==> config.mk <==
export PLATFORM = sky130hd
export DESIGN_NAME = bfic_ctrl
export DESIGN_NICKNAME = d
export VERILOG_FILES = /design/src/bfic_pkg.sv /design/src/bfic_ctrl.sv
export SDC_FILE = /design/constraint.sdc
export NUM_CORES = 1
export LEC_CHECK = 0
export ABC_CLOCK_PERIOD_IN_PS = 3900
export BUFFER_PORTS_ARGS = -buffer_cell sky130_fd_sc_hd__buf_4
export CORE_MARGIN = 2
export CORE_UTILIZATION = 45
export DETAILED_ROUTE_END_ITERATION = 16
export HOLD_SLACK_MARGIN = 0.05
export PLACE_DENSITY = 0.7
export SYNTH_ARGS = -nofsm -noshare
export SYNTH_HDL_FRONTEND = slang
export SYNTH_SLANG_ARGS = --single-unit
==> constraint.sdc <==
create_clock -name clk -period 3.9 [get_ports clk]
set_input_delay 0.39 -clock clk [delete_from_list [all_inputs] [get_ports clk]]
set_output_delay 0.39 -clock clk [all_outputs]
set_load 0.01 [all_outputs]
==> src/bfic_pkg.sv <==
// Shared constants, codes and controller/datapath interface types for the Brainfuck core.
package bfic_pkg;

  localparam int TAPE_DEPTH = 1024;
  localparam int PROG_DEPTH = 1024;

  localparam int TAPE_AW = $clog2(TAPE_DEPTH);
  localparam int PROG_AW = $clog2(PROG_DEPTH);
  localparam int TCNT_W  = TAPE_AW + 1;
  localparam int PLEN_W  = PROG_AW + 1;
  localparam int CFG_W   = 11;

  typedef logic [1:0] cmd_t;
  localparam cmd_t CMD_LOAD  = 2'd0;
  localparam cmd_t CMD_STEP  = 2'd1;
  localparam cmd_t CMD_RESET = 2'd2;

  typedef logic [1:0] status_t;
  localparam status_t ST_OK      = 2'd0;
  localparam status_t ST_END     = 2'd1;
  localparam status_t ST_UNKNOWN = 2'd2;
  localparam status_t ST_FULL    = 2'd3;

  localparam logic [7:0] CH_PLUS  = 8'h2B;
  localparam logic [7:0] CH_MINUS = 8'h2D;
  localparam logic [7:0] CH_LEFT  = 8'h3C;
  localparam logic [7:0] CH_RIGHT = 8'h3E;
  localparam logic [7:0] CH_OPEN  = 8'h5B;
  localparam logic [7:0] CH_CLOSE = 8'h5D;
  localparam logic [7:0] CH_DOT   = 8'h2E;

  typedef enum logic [4:0] {
    DP_NONE,
    DP_LATCH,
    DP_LOAD,
    DP_FETCH,
    DP_INC,
    DP_DEC,
    DP_LEFT,
    DP_RIGHT,
    DP_SKIP,
    DP_EMIT,
    DP_FS_START,
    DP_FS_RD,
    DP_FS_CHK,
    DP_BS_START,
    DP_BS_RD,
    DP_BS_CHK,
    DP_CLR_START,
    DP_CLR_STEP
  } dp_op_t;

  typedef struct packed {
    dp_op_t  op;
    logic    out_load;
    status_t out_status;
    logic    out_emit;
  } bfic_cmd_t;

  typedef struct packed {
    logic [7:0] op_byte;
    logic       cell_zero;
    logic       at_end;
    logic       full;
    logic       depth_zero;
    logic       ip_zero;
    logic       clr_last;
    logic       out_free;
  } bfic_stat_t;

endpackage

==> src/bfic_ctrl.sv <==
// Controller state machine that sequences loads, steps, bracket scans and tape clearing.
module bfic_ctrl (
  input  logic                 clk,
  input  logic                 rst,
  input  logic                 s_tvalid,
  output logic                 s_tready,
  input  bfic_pkg::cmd_t       s_tuser,
  input  bfic_pkg::bfic_stat_t st,
  output bfic_pkg::bfic_cmd_t  cmd
);
  import bfic_pkg::*;

  typedef enum logic [3:0] {
    S_CLEAR,
    S_IDLE,
    S_LOAD,
    S_EXEC,
    S_FS_RD,
    S_FS_CHK,
    S_BS_RD,
    S_BS_CHK,
    S_DONE
  } state_t;

  state_t  state, state_next;
  status_t done_status, done_status_next;
  logic    clr_reply, clr_reply_next;

  logic    fin;
  dp_op_t  fin_op;
  status_t fin_status;
  logic    fin_emit;

  always_comb begin
    state_next       = state;
    done_status_next = done_status;
    clr_reply_next   = clr_reply;
    cmd              = '{op: DP_NONE, out_load: 1'b0, out_status: ST_OK, out_emit: 1'b0};
    fin              = 1'b0;
    fin_op           = DP_NONE;
    fin_status       = ST_OK;
    fin_emit         = 1'b0;
    s_tready         = (state == S_IDLE);
    unique case (state)
      S_CLEAR: begin
        cmd.op = DP_CLR_STEP;
        if (st.clr_last) begin
          if (clr_reply) begin
            done_status_next = ST_OK;
            state_next       = S_DONE;
          end else begin
            state_next = S_IDLE;
          end
        end
      end
      S_IDLE: begin
        if (s_tvalid) begin
          unique case (s_tuser)
            CMD_LOAD: begin
              cmd.op     = DP_LATCH;
              state_next = S_LOAD;
            end
            CMD_STEP: begin
              cmd.op     = DP_FETCH;
              state_next = S_EXEC;
            end
            CMD_RESET: begin
              cmd.op         = DP_CLR_START;
              clr_reply_next = 1'b1;
              state_next     = S_CLEAR;
            end
            default: begin
              done_status_next = ST_OK;
              state_next       = S_DONE;
            end
          endcase
        end
      end
      S_LOAD: begin
        fin        = 1'b1;
        fin_op     = st.full ? DP_NONE : DP_LOAD;
        fin_status = st.full ? ST_FULL : ST_OK;
      end
      S_EXEC: begin
        fin = 1'b1;
        if (st.at_end) begin
          fin_status = ST_END;
        end else begin
          unique case (st.op_byte)
            CH_PLUS:  fin_op = DP_INC;
            CH_MINUS: fin_op = DP_DEC;
            CH_LEFT:  fin_op = DP_LEFT;
            CH_RIGHT: fin_op = DP_RIGHT;
            CH_DOT: begin
              fin_op   = DP_EMIT;
              fin_emit = 1'b1;
            end
            CH_OPEN: begin
              if (st.cell_zero) begin
                fin        = 1'b0;
                cmd.op     = DP_FS_START;
                state_next = S_FS_RD;
              end else begin
                fin_op = DP_SKIP;
              end
            end
            CH_CLOSE: begin
              if (!st.cell_zero) begin
                fin        = 1'b0;
                cmd.op     = DP_BS_START;
                state_next = S_BS_RD;
              end else begin
                fin_op = DP_SKIP;
              end
            end
            default: begin
              fin_op     = DP_SKIP;
              fin_status = ST_UNKNOWN;
            end
          endcase
        end
      end
      S_FS_RD: begin
        if (st.depth_zero || st.at_end) begin
          fin = 1'b1;
        end else begin
          cmd.op     = DP_FS_RD;
          state_next = S_FS_CHK;
        end
      end
      S_FS_CHK: begin
        cmd.op     = DP_FS_CHK;
        state_next = S_FS_RD;
      end
      S_BS_RD: begin
        if (st.depth_zero || st.ip_zero) begin
          fin = 1'b1;
        end else begin
          cmd.op     = DP_BS_RD;
          state_next = S_BS_CHK;
        end
      end
      S_BS_CHK: begin
        cmd.op     = DP_BS_CHK;
        state_next = S_BS_RD;
      end
      S_DONE: begin
        fin        = 1'b1;
        fin_status = done_status;
      end
      default: begin
        state_next = S_IDLE;
      end
    endcase
    if (fin && st.out_free) begin
      cmd.op         = fin_op;
      cmd.out_load   = 1'b1;
      cmd.out_status = fin_status;
      cmd.out_emit   = fin_emit;
      clr_reply_next = 1'b0;
      state_next     = S_IDLE;
    end
  end

  always_ff @(posedge clk) begin
    if (rst) begin
      state       <= S_CLEAR;
      done_status <= ST_OK;
      clr_reply   <= 1'b0;
    end else begin
      state       <= state_next;
      done_status <= done_status_next;
      clr_reply   <= clr_reply_next;
    end
  end

endmodule

==> flow_metrics.tcl <==
set metrics [dict create \
    cp.buffers_inverters 3 \
    ys_warn_count 0 \
    leakage_nw 0.444 \
    place_congestion 0.906 \
    syn_area_sq_um 816 \
    synth_cells 116 \
    path_delay_family "compound AO/OA/AOI/OAI gates" \
    fin_nets 164 \
    synth_area_per_cell_sq_um 7.03 \
    clock.fmax_mhz 360 \
    wl_per_cell_microns 14.3 \
    drt-total-wl_microns 2400 \
    finClkSkew_ns 0.00310 \
    clock_sinks 5 \
    slew_headroom 0.629 \
    max-vdd-ir-drop_uv 338 \
    ys_seq_area_frac 0.123 \
    antenna_found_initial 0 \
    portBuffers 29 \
    cts_tree "yes" \
    cts_hold_buf 0 \
    dp_hpwl_microns 1880 \
    hold_viol_final 0 \
    crit_path_max_fanout 16 \
    final_cell_mix "buf_4 (29), nor2_1 (12), nand2_1 (11)" \
    instances_no_fill 168 \
    hp-class "in -> reg" \
    area_delta_synth_final_pct 29.9 \
    setup_ws_ns 1.12 \
    numCtsBuffers 3 \
    setup-tns-final_ns 0 \
    grt_pass1_vias 805 \
    design.core.area_sq_um 1710 \
    path_cells "inv_1 -> o221a_2 -> o2bb2ai_2 -> o21ai_4 -> inv_4 -> a211o_1 -> buf_4" \
    power_per_cell_area_nw_per_um2 342 \
    status "completed" \
    cts_buffer_depth 2 \
    final_common_cell "buf_4" \
    setup_viol 0 \
    yosys_register_bits 5 \
    multiInputGateArea_sq_um 663 \
    cts_setup_buffers 0 \
    viasPerCell 6.02 \
    via_count 1011 \
    dr.pass1.iters 4 \
    worst_pin_slew_ns 0.556 \
    regArea_sq_um 100 \
    cp-end-kind "output pin" \
    pin_count 30 \
    first_iter_violations 30 \
    fillCellCount 167 \
    antenna_cells 0 \
    synth.distinct_cells 49 \
    die-area_sq_um 2170 \
    dp.cells 164 \
    min_period_over_period 0.712 \
    start_util 0.478 \
    clock_latency_ns 0.23 \
    rsz0062_at_grt "no" \
    cp.arrival_ns 2.39 \
    final_layout_size_suffix_gt1_frac 0.308 \
    cpPeakStageDelay_ns 0.66 \
    drtAntennaViolNets 0 \
    final_max_slew_viol_count 0 \
    overflow 0 \
    path_class "reg -> out" \
    pre_cts_ws_ns 1.41 \
    grt_max_degree 17 \
    start_kind "flop" \
    cts-htree-levels 1 \
    synth_nets 136 \
    crit_path_top_delay_cell "dfxtp_1" \
    maxCapViolations 0 \
    root_buffer "clkbuf_4" \
    cp.required_ns 3.51 \
    drc 0 \
    clkTransAtPathRegs_ns 0.04 \
    dieHeight_microns 46.6 \
    grt_pass1_wl_microns 3640 \
    utilization 0.621 \
    rows 15 \
    gr-usage-all-layers 0.230 \
    cts_resized 0 \
    die_w_microns 46.6 \
    min_period_ns 2.78 \
]
-- synthesized netlist by cell type, drive strengths merged --
library cell  count  area share
nand4bb           1       0.014
nor2             12       0.055
nor3b             3       0.028
nand2b            1      0.0077
o21bai            1      0.0092
mux2              1       0.014
or2b              1      0.0092
mux2i             1       0.012
or3b              2       0.025
a22o              1       0.011
and3              4       0.031
o22ai             1      0.0077
a21oi             7       0.043
a221o             1       0.012
o2111ai           1       0.011
o211a             1       0.012
or4               2       0.018
o21a              2       0.018
nor4bb            1       0.012
o31ai             2       0.018
a311oi            1       0.011
o2bb2ai           1       0.018
nor2b             2       0.015
a211o             2       0.021
inv               5       0.026
nor3              8       0.055
nor4b             1       0.011
o21ai             6       0.051
dfxtp             5        0.12
nor4              2       0.015
buf               2       0.020
and2              1      0.0077
nand3             3       0.018
nand3b            3       0.032
or2               3       0.023
a211oi            4       0.052
nand2            11       0.051
clkbuf            4       0.018
o221a             1       0.014
a31oi             1      0.0077
o211ai            1      0.0092
o32ai             3       0.032
-- layer usage --
layer | up-vias | part of all wire | track usage
met3 | 0 | 0.052 | 0.0235
li1 | 503 | - | -
met1 | 478 | 0.52 | 0.387
met5 | - | 0 | 0
met4 | 0 | 0 | 0
met2 | 30 | 0.43 | 0.325
-- registers in the layout (all words and copies together), names as in the netlist --
register and count:
state 4, clr_reply 1
-- cells by family (layout without fill, tap and decap cells) --
logic type,Yosys count,after routing,share of synthesized area
muxes,2,2,0.0261
DFF,5,5,0.123
AOI/OAI and AO/OA,37,37,0.359
and+or+nand+nor,61,61,0.428
buffers and inverters,11,38,0.0644
-- worst paths after layout --
check                                from   endpoint  slack [ns]  depth (start not counted)
worst max-delay path             state[0]     cmd[5]        1.12                          7
worst min-delay path                  rst   state[2]        0.36                          2
worst max register to register   state[0]   state[0]        1.72                          5
worst min register to register  clr_reply  clr_reply        0.53                          2
-- per-stage QoR --
step                      power (mW)  area [sq um]  hold WS [ns]
final                          0.362          1060         0.364
after global routing           0.390          1060         0.371
after CTS                      0.362          1060         0.356
after detailed placement       0.302          1030         0.525
after global placement         0.303          1030         0.524
after floorplan                0.222           816         0.466
-- cell type report --
cell class	count	area share
clock buffers	4	0.0248
inverters	5	0.0201
multi-input cells	100	0.626
flip-flops and latches	5	0.0945
well taps	25	0.0295
repair buffers	29	0.205
-- report_power, final --
part,switching [mW],leakage (nW),internal [mW]
registers,0.0308,0.0407,0.0605
clock network,0.0187,0.0150,0.0385
logic,0.115,0.388,0.0992
total,0.164,0.444,0.198
No activity file was read; power rests on OpenSTA's default activity.
